File: src/sv/lcd_window_fill_sequencer_macros.svh
// Assertion macros used by the sequencer back end.
`ifndef LCD_WINDOW_FILL_SEQUENCER_MACROS_SVH
`define LCD_WINDOW_FILL_SEQUENCER_MACROS_SVH

// Same-cycle implication, clocked on clk, off during reset.
`define LWFS_ASSERT_NOW(label, ante, cons) \
	label: assert property (@(posedge clk) disable iff (!arst_n) (ante) |-> (cons)) \
		else $error("sequencer assertion failed");

// Next-cycle implication, clocked on clk, off during reset.
`define LWFS_ASSERT_NEXT(label, ante, cons) \
	label: assert property (@(posedge clk) disable iff (!arst_n) (ante) |=> (cons)) \
		else $error("sequencer assertion failed");

`endif

File: src/sv/lwfs_pkg.sv
// Shared types, codes and constants of the window and fill sequencer.
`timescale 1ns / 1ps

package lwfs_pkg;

	localparam int COORD_W      = 9;
	localparam int BOUND_W      = 16;
	localparam int COLOR_W      = 16;
	localparam int COUNT_W      = 17;
	localparam int REQ_W        = 3;
	localparam int KIND_W       = 2;
	localparam int BYTE_W       = 8;
	localparam int CFG_IDX_W    = 2;
	localparam int CFG_DATA_W   = 9;
	localparam int S_TDATA_W    = 72;
	localparam int M_TDATA_W    = 48;
	localparam int FIFO_DEPTH_DEF = 4;

	localparam logic [REQ_W-1:0] REQ_FILL  = 3'd0;
	localparam logic [REQ_W-1:0] REQ_BEGIN = 3'd1;
	localparam logic [REQ_W-1:0] REQ_PIXEL = 3'd2;
	localparam logic [REQ_W-1:0] REQ_RUN   = 3'd3;
	localparam logic [REQ_W-1:0] REQ_END   = 3'd4;

	localparam logic [KIND_W-1:0] KIND_CMD     = 2'd0;
	localparam logic [KIND_W-1:0] KIND_DATA    = 2'd1;
	localparam logic [KIND_W-1:0] KIND_RUN     = 2'd2;
	localparam logic [KIND_W-1:0] KIND_RELEASE = 2'd3;

	localparam logic [CFG_IDX_W-1:0] CFG_PANEL_WIDTH  = 2'd0;
	localparam logic [CFG_IDX_W-1:0] CFG_PANEL_HEIGHT = 2'd1;
	localparam logic [CFG_IDX_W-1:0] CFG_COL_OFFSET   = 2'd2;
	localparam logic [CFG_IDX_W-1:0] CFG_ROW_OFFSET   = 2'd3;

	localparam logic [CFG_DATA_W-1:0] PANEL_WIDTH_RST  = 9'd240;
	localparam logic [CFG_DATA_W-1:0] PANEL_HEIGHT_RST = 9'd320;

	localparam logic [BYTE_W-1:0] CMD_COLUMN_WINDOW = 8'h2A;
	localparam logic [BYTE_W-1:0] CMD_ROW_WINDOW    = 8'h2B;
	localparam logic [BYTE_W-1:0] CMD_MEMORY_WRITE  = 8'h2C;
	localparam logic [BOUND_W-1:0] LOW_BYTE_MASK    = 16'h00FF;
	localparam logic [COUNT_W-1:0] RUN_MAX          = 17'h1FFFF;

	typedef struct packed {
		logic                rel_first;
		logic                win;
		logic                run;
		logic                rel_last;
		logic [BOUND_W-1:0]  col_first;
		logic [BOUND_W-1:0]  col_final;
		logic [BOUND_W-1:0]  row_first;
		logic [BOUND_W-1:0]  row_final;
		logic [COLOR_W-1:0]  color;
		logic [COUNT_W-1:0]  run_len;
	} job_t;

endpackage

File: src/sv/lwfs_front.sv
// Front end: configuration registers, request decode, clipping and job build.
`timescale 1ns / 1ps

module lwfs_front (
	input  logic                           clk,
	input  logic                           arst_n,
	input  logic                           cfg_we,
	input  logic [lwfs_pkg::CFG_IDX_W-1:0]  cfg_index,
	input  logic [lwfs_pkg::CFG_DATA_W-1:0] cfg_wdata,
	input  logic                           s_tvalid,
	output logic                           s_tready,
	input  logic [lwfs_pkg::S_TDATA_W-1:0]  s_tdata,
	input  logic [lwfs_pkg::REQ_W-1:0]      s_tuser,
	input  logic                           job_full,
	output logic                           job_push,
	output lwfs_pkg::job_t                 job
);
	import lwfs_pkg::*;

	logic [CFG_DATA_W-1:0] panel_width_q;
	logic [CFG_DATA_W-1:0] panel_height_q;
	logic [CFG_DATA_W-1:0] col_offset_q;
	logic [CFG_DATA_W-1:0] row_offset_q;
	logic                  write_open_q;

	logic [COORD_W-1:0]  pos_x, pos_y, size_w, size_h;
	logic [COLOR_W-1:0]  pixel_color;
	logic [COUNT_W-1:0]  pixel_count;
	logic                accept;
	logic                has_result;
	logic                open_nxt;
	logic                fill_ok;
	logic [COORD_W:0]    x_end, y_end;
	logic [COORD_W-1:0]  clip_w, clip_h;
	logic [2*COORD_W-1:0] area;
	logic [COUNT_W-1:0]  area_sat;
	logic [COORD_W-1:0]  win_w, win_h;

	assign pos_x       = s_tdata[8:0];
	assign pos_y       = s_tdata[17:9];
	assign size_w      = s_tdata[26:18];
	assign size_h      = s_tdata[35:27];
	assign pixel_color = s_tdata[51:36];
	assign pixel_count = s_tdata[68:52];

	assign s_tready = !job_full;
	assign accept   = s_tvalid && s_tready;
	assign job_push = accept && has_result;

	always_ff @(posedge clk or negedge arst_n) begin
		if (!arst_n) begin
			panel_width_q  <= PANEL_WIDTH_RST;
			panel_height_q <= PANEL_HEIGHT_RST;
			col_offset_q   <= '0;
			row_offset_q   <= '0;
		end else if (cfg_we) begin
			unique case (cfg_index)
				CFG_PANEL_WIDTH:  panel_width_q  <= cfg_wdata;
				CFG_PANEL_HEIGHT: panel_height_q <= cfg_wdata;
				CFG_COL_OFFSET:   col_offset_q   <= cfg_wdata;
				CFG_ROW_OFFSET:   row_offset_q   <= cfg_wdata;
				default: ;
			endcase
		end
	end

	always_ff @(posedge clk or negedge arst_n) begin
		if (!arst_n) begin
			write_open_q <= 1'b0;
		end else if (accept) begin
			write_open_q <= open_nxt;
		end
	end

	// clip fills to the panel
	assign x_end  = {1'b0, pos_x} + {1'b0, size_w};
	assign y_end  = {1'b0, pos_y} + {1'b0, size_h};
	assign clip_w = (x_end > {1'b0, panel_width_q})  ? panel_width_q  - pos_x : size_w;
	assign clip_h = (y_end > {1'b0, panel_height_q}) ? panel_height_q - pos_y : size_h;
	assign area   = {{COORD_W{1'b0}}, clip_w} * {{COORD_W{1'b0}}, clip_h};
	assign area_sat = (area > (2*COORD_W)'(RUN_MAX)) ? RUN_MAX : area[COUNT_W-1:0];
	assign fill_ok = (size_w != '0) && (size_h != '0) &&
		(pos_x < panel_width_q) && (pos_y < panel_height_q);

	assign win_w = (s_tuser == REQ_FILL) ? clip_w : size_w;
	assign win_h = (s_tuser == REQ_FILL) ? clip_h : size_h;

	always_comb begin
		job.col_first = {7'b0, pos_x} + {7'b0, col_offset_q};
		job.col_final = job.col_first + {7'b0, win_w} - 16'd1;
		job.row_first = {7'b0, pos_y} + {7'b0, row_offset_q};
		job.row_final = job.row_first + {7'b0, win_h} - 16'd1;
		job.color     = pixel_color;
		job.run_len   = area_sat;
		job.rel_first = 1'b0;
		job.win       = 1'b0;
		job.run       = 1'b0;
		job.rel_last  = 1'b0;
		has_result    = 1'b0;
		open_nxt      = write_open_q;
		unique case (s_tuser)
			REQ_FILL: begin
				if (fill_ok) begin
					has_result    = 1'b1;
					job.rel_first = write_open_q;
					job.win       = 1'b1;
					job.run       = 1'b1;
					job.rel_last  = 1'b1;
					open_nxt      = 1'b0;
				end
			end
			REQ_BEGIN: begin
				if ((size_w != '0) && (size_h != '0)) begin
					has_result    = 1'b1;
					job.rel_first = write_open_q;
					job.win       = 1'b1;
					open_nxt      = 1'b1;
				end
			end
			REQ_PIXEL: begin
				has_result   = 1'b1;
				job.run      = 1'b1;
				job.rel_last = !write_open_q;
				job.run_len  = COUNT_W'(1);
			end
			REQ_RUN: begin
				if (pixel_count != '0) begin
					has_result   = 1'b1;
					job.run      = 1'b1;
					job.rel_last = !write_open_q;
					job.run_len  = pixel_count;
				end
			end
			REQ_END: begin
				if (write_open_q) begin
					has_result   = 1'b1;
					job.rel_last = 1'b1;
					open_nxt     = 1'b0;
				end
			end
			default: ;
		endcase
	end

endmodule

File: src/sv/lwfs_fifo.sv
// Short job queue between the front end and the result sequencer.
`timescale 1ns / 1ps

module lwfs_fifo #(
	parameter int DEPTH = lwfs_pkg::FIFO_DEPTH_DEF
) (
	input  logic           clk,
	input  logic           arst_n,
	input  logic           push,
	input  lwfs_pkg::job_t push_job,
	input  logic           pop,
	output logic           full,
	output logic           head_valid,
	output lwfs_pkg::job_t head_job
);
	import lwfs_pkg::*;

	localparam int PTR_W = (DEPTH > 1) ? $clog2(DEPTH) : 1;
	localparam int CNT_W = $clog2(DEPTH + 1);

	job_t             slot_q [DEPTH];
	logic [PTR_W-1:0] wr_ptr_q, rd_ptr_q;
	logic [CNT_W-1:0] count_q;
	logic             do_push, do_pop;

	assign full       = (count_q == CNT_W'(DEPTH));
	assign head_valid = (count_q != '0);
	assign head_job   = slot_q[rd_ptr_q];
	assign do_push    = push && !full;
	assign do_pop     = pop && head_valid;

	function automatic logic [PTR_W-1:0] bump(input logic [PTR_W-1:0] p);
		return (p == PTR_W'(DEPTH - 1)) ? '0 : p + 1'b1;
	endfunction

	always_ff @(posedge clk) begin
		if (do_push) begin
			slot_q[wr_ptr_q] <= push_job;
		end
	end

	always_ff @(posedge clk or negedge arst_n) begin
		if (!arst_n) begin
			wr_ptr_q <= '0;
			rd_ptr_q <= '0;
			count_q  <= '0;
		end else begin
			if (do_push) begin
				wr_ptr_q <= bump(wr_ptr_q);
			end
			if (do_pop) begin
				rd_ptr_q <= bump(rd_ptr_q);
			end
			if (do_push && !do_pop) begin
				count_q <= count_q + 1'b1;
			end else if (do_pop && !do_push) begin
				count_q <= count_q - 1'b1;
			end
		end
	end

endmodule

File: src/sv/lwfs_back.sv
// Back end: steps through each queued job and drives the result register.
`timescale 1ns / 1ps
`include "lcd_window_fill_sequencer_macros.svh"

module lwfs_back (
	input  logic                         clk,
	input  logic                         arst_n,
	input  logic                         job_valid,
	input  lwfs_pkg::job_t               job,
	output logic                         job_pop,
	output logic                         m_tvalid,
	input  logic                         m_tready,
	output logic [lwfs_pkg::M_TDATA_W-1:0] m_tdata,
	output logic [lwfs_pkg::KIND_W-1:0]    m_tuser,
	output logic                         m_tlast
);
	import lwfs_pkg::*;

	typedef enum logic [13:0] {
		ST_REL_FIRST = 14'b00000000000001,
		ST_CMD_COL   = 14'b00000000000010,
		ST_COL_FH    = 14'b00000000000100,
		ST_COL_FL    = 14'b00000000001000,
		ST_COL_LH    = 14'b00000000010000,
		ST_COL_LL    = 14'b00000000100000,
		ST_CMD_ROW   = 14'b00000001000000,
		ST_ROW_FH    = 14'b00000010000000,
		ST_ROW_FL    = 14'b00000100000000,
		ST_ROW_LH    = 14'b00001000000000,
		ST_ROW_LL    = 14'b00010000000000,
		ST_CMD_MEM   = 14'b00100000000000,
		ST_RUN       = 14'b01000000000000,
		ST_REL_LAST  = 14'b10000000000000
	} step_t;

	step_t               step_q, first_step, cur_step, nxt_step, tail_step;
	logic                started_q;
	logic                adv, cur_last, tail_any;
	logic [KIND_W-1:0]   kind;
	logic [BYTE_W-1:0]   data_byte;
	logic [COLOR_W-1:0]  run_color;
	logic [COUNT_W-1:0]  run_length;

	logic                out_valid_q;
	logic [KIND_W-1:0]   out_kind_q;
	logic [BYTE_W-1:0]   out_byte_q;
	logic [COLOR_W-1:0]  out_color_q;
	logic [COUNT_W-1:0]  out_len_q;
	logic                out_last_q;

	assign adv     = job_valid && (!out_valid_q || m_tready);
	assign job_pop = adv && cur_last;

	assign tail_step = job.run ? ST_RUN : ST_REL_LAST;
	assign tail_any  = job.run || job.rel_last;
	assign first_step = job.rel_first ? ST_REL_FIRST : (job.win ? ST_CMD_COL : tail_step);
	assign cur_step  = started_q ? step_q : first_step;

	always_comb begin
		kind       = KIND_DATA;
		data_byte  = '0;
		run_color  = '0;
		run_length = '0;
		nxt_step   = ST_REL_LAST;
		cur_last   = 1'b0;
		unique case (cur_step)
			ST_REL_FIRST: begin
				kind     = KIND_RELEASE;
				nxt_step = job.win ? ST_CMD_COL : tail_step;
				cur_last = !job.win && !tail_any;
			end
			ST_CMD_COL: begin
				kind      = KIND_CMD;
				data_byte = CMD_COLUMN_WINDOW;
				nxt_step  = ST_COL_FH;
			end
			ST_COL_FH: begin
				data_byte = job.col_first[15:8];
				nxt_step  = ST_COL_FL;
			end
			ST_COL_FL: begin
				data_byte = BYTE_W'(job.col_first & LOW_BYTE_MASK);
				nxt_step  = ST_COL_LH;
			end
			ST_COL_LH: begin
				data_byte = job.col_final[15:8];
				nxt_step  = ST_COL_LL;
			end
			ST_COL_LL: begin
				data_byte = BYTE_W'(job.col_final & LOW_BYTE_MASK);
				nxt_step  = ST_CMD_ROW;
			end
			ST_CMD_ROW: begin
				kind      = KIND_CMD;
				data_byte = CMD_ROW_WINDOW;
				nxt_step  = ST_ROW_FH;
			end
			ST_ROW_FH: begin
				data_byte = job.row_first[15:8];
				nxt_step  = ST_ROW_FL;
			end
			ST_ROW_FL: begin
				data_byte = BYTE_W'(job.row_first & LOW_BYTE_MASK);
				nxt_step  = ST_ROW_LH;
			end
			ST_ROW_LH: begin
				data_byte = job.row_final[15:8];
				nxt_step  = ST_ROW_LL;
			end
			ST_ROW_LL: begin
				data_byte = BYTE_W'(job.row_final & LOW_BYTE_MASK);
				nxt_step  = ST_CMD_MEM;
			end
			ST_CMD_MEM: begin
				kind      = KIND_CMD;
				data_byte = CMD_MEMORY_WRITE;
				nxt_step  = tail_step;
				cur_last  = !tail_any;
			end
			ST_RUN: begin
				kind       = KIND_RUN;
				run_color  = job.color;
				run_length = job.run_len;
				nxt_step   = ST_REL_LAST;
				cur_last   = !job.rel_last;
			end
			ST_REL_LAST: begin
				kind     = KIND_RELEASE;
				cur_last = 1'b1;
			end
			default: begin
				kind     = KIND_RELEASE;
				cur_last = 1'b1;
			end
		endcase
	end

	always_ff @(posedge clk or negedge arst_n) begin
		if (!arst_n) begin
			started_q   <= 1'b0;
			step_q      <= ST_REL_LAST;
			out_valid_q <= 1'b0;
		end else begin
			if (adv) begin
				started_q   <= !cur_last;
				step_q      <= nxt_step;
				out_valid_q <= 1'b1;
			end else if (m_tready) begin
				out_valid_q <= 1'b0;
			end
		end
	end

	always_ff @(posedge clk) begin
		if (adv) begin
			out_kind_q  <= kind;
			out_byte_q  <= data_byte;
			out_color_q <= run_color;
			out_len_q   <= run_length;
			out_last_q  <= cur_last;
		end
	end

	assign m_tvalid = out_valid_q;
	assign m_tuser  = out_kind_q;
	assign m_tlast  = out_last_q;
	assign m_tdata  = {7'b0, out_len_q, out_color_q, out_byte_q};

	`LWFS_ASSERT_NOW(a_started_has_job, started_q, job_valid)
	`LWFS_ASSERT_NEXT(a_stalled_step_holds, started_q && !adv,
		started_q && (step_q == $past(step_q)))
	`LWFS_ASSERT_NEXT(a_unfinished_job_stays, adv && !cur_last, started_q)

endmodule

File: src/sv/lcd_window_fill_sequencer.sv
// Top level of the panel window and fill sequencer.
//
// Requests enter on the s_ stream: s_tuser carries the request type, s_tdata
// the coordinates, sizes, color and run count. Results leave on the m_ stream,
// one per transfer: m_tuser is the result kind, m_tdata the byte, run color and
// run length, m_tlast marks the final result of a request.
// Panel size and offsets are written on cfg_we/cfg_index/cfg_wdata; the user
// must do so only while idle, as the block itself does not enforce it. A
// request is taken whenever the job queue has room and sits in the queue
// until the sequencer reaches it. Its first result passes through a queue slot
// and then the result register. The sequencer gives one result per cycle while
// the receiver takes them; a request has 1 to 14 results (pixel push inside an
// open write 1, standalone pixel push 2, fill up to 14). Requests with no
// result reach no queue slot.
// Reset closes any open pixel write, empties the queue and restores panel
// 240 x 320 with zero offsets. A stalled receiver holds the result register;
// requests still enter until the queue of FIFO_DEPTH jobs fills.
`timescale 1ns / 1ps

module lcd_window_fill_sequencer #(
	parameter int FIFO_DEPTH = lwfs_pkg::FIFO_DEPTH_DEF
) (
	input  logic                            clk,
	input  logic                            arst_n,
	input  logic                            cfg_we,
	input  logic [lwfs_pkg::CFG_IDX_W-1:0]  cfg_index,
	input  logic [lwfs_pkg::CFG_DATA_W-1:0] cfg_wdata,
	input  logic                            s_tvalid,
	output logic                            s_tready,
	// pos_x, pos_y, size_w, size_h, pixel_color, pixel_count, zero pad
	input  logic [lwfs_pkg::S_TDATA_W-1:0]  s_tdata,
	// req_type
	input  logic [lwfs_pkg::REQ_W-1:0]      s_tuser,
	output logic                            m_tvalid,
	input  logic                            m_tready,
	// data_byte, run_color, run_length, zero pad
	output logic [lwfs_pkg::M_TDATA_W-1:0]  m_tdata,
	// kind
	output logic [lwfs_pkg::KIND_W-1:0]     m_tuser,
	output logic                            m_tlast
);
	import lwfs_pkg::*;

	job_t front_job, head_job;
	logic job_push, job_full, job_valid, job_pop;

	lwfs_front u_front (
		.clk       (clk),
		.arst_n    (arst_n),
		.cfg_we    (cfg_we),
		.cfg_index (cfg_index),
		.cfg_wdata (cfg_wdata),
		.s_tvalid  (s_tvalid),
		.s_tready  (s_tready),
		.s_tdata   (s_tdata),
		.s_tuser   (s_tuser),
		.job_full  (job_full),
		.job_push  (job_push),
		.job       (front_job)
	);

	lwfs_fifo #(
		.DEPTH (FIFO_DEPTH)
	) u_fifo (
		.clk        (clk),
		.arst_n     (arst_n),
		.push       (job_push),
		.push_job   (front_job),
		.pop        (job_pop),
		.full       (job_full),
		.head_valid (job_valid),
		.head_job   (head_job)
	);

	lwfs_back u_back (
		.clk       (clk),
		.arst_n    (arst_n),
		.job_valid (job_valid),
		.job       (head_job),
		.job_pop   (job_pop),
		.m_tvalid  (m_tvalid),
		.m_tready  (m_tready),
		.m_tdata   (m_tdata),
		.m_tuser   (m_tuser),
		.m_tlast   (m_tlast)
	);

endmodule
File: config.mk
export PLATFORM = sky130hd
export DESIGN_NAME = lcd_window_fill_sequencer
export DESIGN_NICKNAME = d
export VERILOG_FILES = /design/src/sv/lwfs_pkg.sv /design/src/sv/lwfs_front.sv /design/src/sv/lwfs_fifo.sv /design/src/sv/lwfs_back.sv /design/src/sv/lcd_window_fill_sequencer.sv
export VERILOG_INCLUDE_DIRS = /design/src /design/src/sv
export SDC_FILE = /design/constraint.sdc
export NUM_CORES = 1
export LEC_CHECK = 0
export BUFFER_PORTS_ARGS = -buffer_cell sky130_fd_sc_hd__buf_2
export CORE_ASPECT_RATIO = 1.5
export CORE_MARGIN = 3
export CORE_UTILIZATION = 67
export DETAILED_ROUTE_END_ITERATION = 12
export PLACE_DENSITY = 0.95
export SLEW_MARGIN = 20
export SYNTH_ARGS = -nofsm -noshare
export SYNTH_HDL_FRONTEND = slang
export SYNTH_SLANG_ARGS = --single-unit
File: constraint.sdc
create_clock -name clk -period 14.35 [get_ports clk]
set_input_delay 0.7175 -clock clk [delete_from_list [all_inputs] [get_ports clk]]
set_output_delay 0.7175 -clock clk [all_outputs]
set_load 0.02 [all_outputs]
==> results.cfg <==
[synthesis]
async_reset_ff_share_pct = 12.9
synth_top_area_cell = edfxtp_1
synth_compound_area_share_pct = 6.95
synth_area_mm2 = 0.0247
synth_xor_area_share_pct = 2.34
synth_top_family_by_area = adder cells
yosys.cell_types.count = 79
synth.area.mux_share_pct = 10.9
synth-simple-area-share_pct = 8.79
ys_seq_area_share_pct = 54.5
avgSynthCellArea_um2 = 13.6
synth_cells = 1822
yosysWarnings = 0
ys_seq_elements = 459
synth_enable_flop_cells = 400
synth_fa_ha_area_share_pct = 12.6
synth_area_leaders = edfxtp_1 (49%), mux4_2 (8.1%), ha_1 (7.8%)
synth_top_area_share_pct = 48.5
ys.flop_type = edfxtp_1

[route]
wirelength_um = 69800
via_per_inst = 6.90
wl_per_cell_um = 28.1
drt_iter0_drc = 2236
drc = 0
firstDrtPassIters = 5
vias = 17100
ant_nets = 0

[worst_setup_path]
path_common_cell = fa_1
cp.required_ns = 14.60
worst_setup_path_end_kind = flip-flop
cpMaxStageDelayCell = mux2i_1
crit_type = in -> reg
worstPathArrival_ns = 10.14
cp_max_fo = 15
slowest_delay_ns = 0.86
critPathLaunchType = input pin

[placed_design]
io_buffers = 133
dp.cells = 2410
place.gp.congestion = 0.960
post-dp-hpwl_um = 44200

[cts]
clockBufferDepth = 3
cts_tree = done
cts.sinks = 459
cts_resized = 0
clock_latency_ns = 0.56
cts-root-buf = clkbuf_16
cts-hold-fix-buffers = 0
cts_setup_buffers = 0
htree_levels = 2
cts_buffers = 40
clk_pin_slew_ns = 0.07

[global_routing]
grt_pass1_vias = 17600
grt_max_degree = 66
antenna_found_initial = 1
gr-usage-all-layers_pct = 36.1
gr-total-overflow = 0
grt_pass1_wl_um = 105000

[sta]
skew_ns = 0.0180
finalSetupTns_ns = 0
maxSlewViolCount = 0
timing_hold_violations_final = 0
slew_headroom_pct = 19.6
fmax_ghz = 0.101
rsz0062_at_grt = no
post-route-min-period_ns = 9.90
setup_violations = 0
tightest_slew_ns = 1.20
hold_ws_ns = 0.349
fin_crit_sh_pct = 69.0

[floorplanning]
die_area_mm2 = 0.0393
core_mm2 = 0.0362
die_h_um = 241
ios = 144
rows = 85
die_x_um = 163
start_util_pct = 68.4

[worst_hold_path]
hold_path_class = in -> async

[outcome]
status = finished, final reports clean

[cells_and_area]
nNetsFinal = 2278
utilization_pct = 75.4
areaGrowthSynthToFinish_pct = 10.2
fin_cells = 2482
drive_above_1_share_pct = 18.6
antenna_cells = 0

[flow_run]
drv_cap = 0
critical path, delay by kind of cell:
kind	cells	cell delay, ns
adder cells (fa/ha/maj)	8	3.25
buffers and inverters	3	0.23
AO/OA/AOI/OAI	12	3.56
XOR/XNOR	1	0.17
AND/OR/NAND/NOR	3	1.19
multiplexers	2	1.01
kinds of logic (layout without fill, tap and decap cells):
| logic type | count (synthesis) | count (layout) |
|---|---|---|
| compound gates | 259 | 259 |
| xor+xnor | 66 | 66 |
| fa+ha+maj | 213 | 213 |
| buf+inv | 245 | 421 |
| flops | 459 | 459 |
| mux | 153 | 153 |
| other cells | 1 | 7 |
| simple gates | 426 | 426 |
per-layer routing:
layer	part of all wire [%]	vias to the layer above	track usage (%)	wire, µm
li1	-	6952	-	-
met1	30	8217	40.3	21000
met2	51	1526	62.9	35300
met3	9.9	441	6.26	6930
met4	9.4	2	25.1	6540
met5	0.019	-	0	13
layout make-up:
| class | count | area (µm²) |
|---|---|---|
| flip-flops and latches | 459 | 13500 |
| multi-input cells | 1124 | 10300 |
| fillers | 1952 | 8880 |
| clock buffers | 53 | 1100 |
| repair buffers | 150 | 793 |
| inverters | 199 | 747 |
| well taps | 478 | 598 |
| clock inverters | 19 | 213 |
cells in the final DEF (no fill, tap or decap), types with 6 or more instances in the layout:
cell type,n
inv_1,198
edfxtp_1,400
fa_1,59
nor3_1,17
nor2b_1,66
a211oi_1,12
clkbuf_1,10
mux2i_1,24
o21ai_1,6
nand2_1,91
xor2_1,20
buf_2,133
o41ai_1,6
nor4_1,7
nand4_1,22
dfrtp_1,50
mux2_2,37
buf_4,17
dfstp_2,7
o21a_1,18
mux4_2,89
conb_1,7
nand3_1,9
xnor2_1,46
a21o_1,22
o21ai_0,66
a21oi_1,58
ha_1,154
nand3b_1,6
clkbuf_16,42
clkinv_2,7
o22ai_1,6
and2_1,9
nand2b_1,28
nor2_1,132
o21bai_1,11
cell usage after synthesis, drive strengths merged (24+ instances only):
cell type,count
a21oi,60
clkbuf,24
dfrtp,52
edfxtp,400
fa,59
ha,154
inv,198
mux2,39
mux2i,25
mux4,89
nand2,92
nand2b,28
nor2,132
nor2b,66
o21ai,72
xnor2,46
sequential cells by signal, summed over array words and instances, names as in the netlist, 2 cells and up:
| signal | count |
|---|---|
| u_fifo.count_q | 3 |
| u_fifo.wr_ptr_q | 2 |
| u_fifo.rd_ptr_q | 2 |
| u_back.out_color_q | 16 |
| u_back.step_q | 13 |
| u_front.panel_width_q | 9 |
| u_fifo.slot_q | 356 |
| u_front.col_offset_q | 9 |
| u_front.row_offset_q | 9 |
| u_back.out_byte_q | 8 |
| u_front.panel_height_q | 9 |
| u_back.m_tuser | 2 |
| u_back.out_len_q | 17 |
through the flow:
step           setup slack (ns)  area, µm²
3_3_place_gp               4.39      26000
3_5_place_dp               4.05      26000
4_1_cts                    4.40      27300
5_1_grt                    4.04      27300
6_report                   4.45      27300
2_1_floorplan              6.35      24800
final timing paths:
kind	from	slack, ns	to	cells past startpoint
setup / recovery	s_tdata[0]	4.45	u_fifo.slot_q[1][13]	29
hold / removal	arst_n	0.35	u_front.panel_width_q[2]	2
setup reg to reg	u_front.panel_width_q[1]	5.66	u_fifo.slot_q[1][13]	23
hold reg to reg	u_front.col_offset_q[7]	0.51	u_front.col_offset_q[7]	1
max in group asynchronous	arst_n	13.39	u_fifo.rd_ptr_q[1]	2
min in group clk	s_tdata[37]	0.38	u_fifo.slot_q[2][18]	1
Power is left out: the tool's default activity adds up to more than one toggle a clock period on the data nets, which glitch-free logic cannot reach.
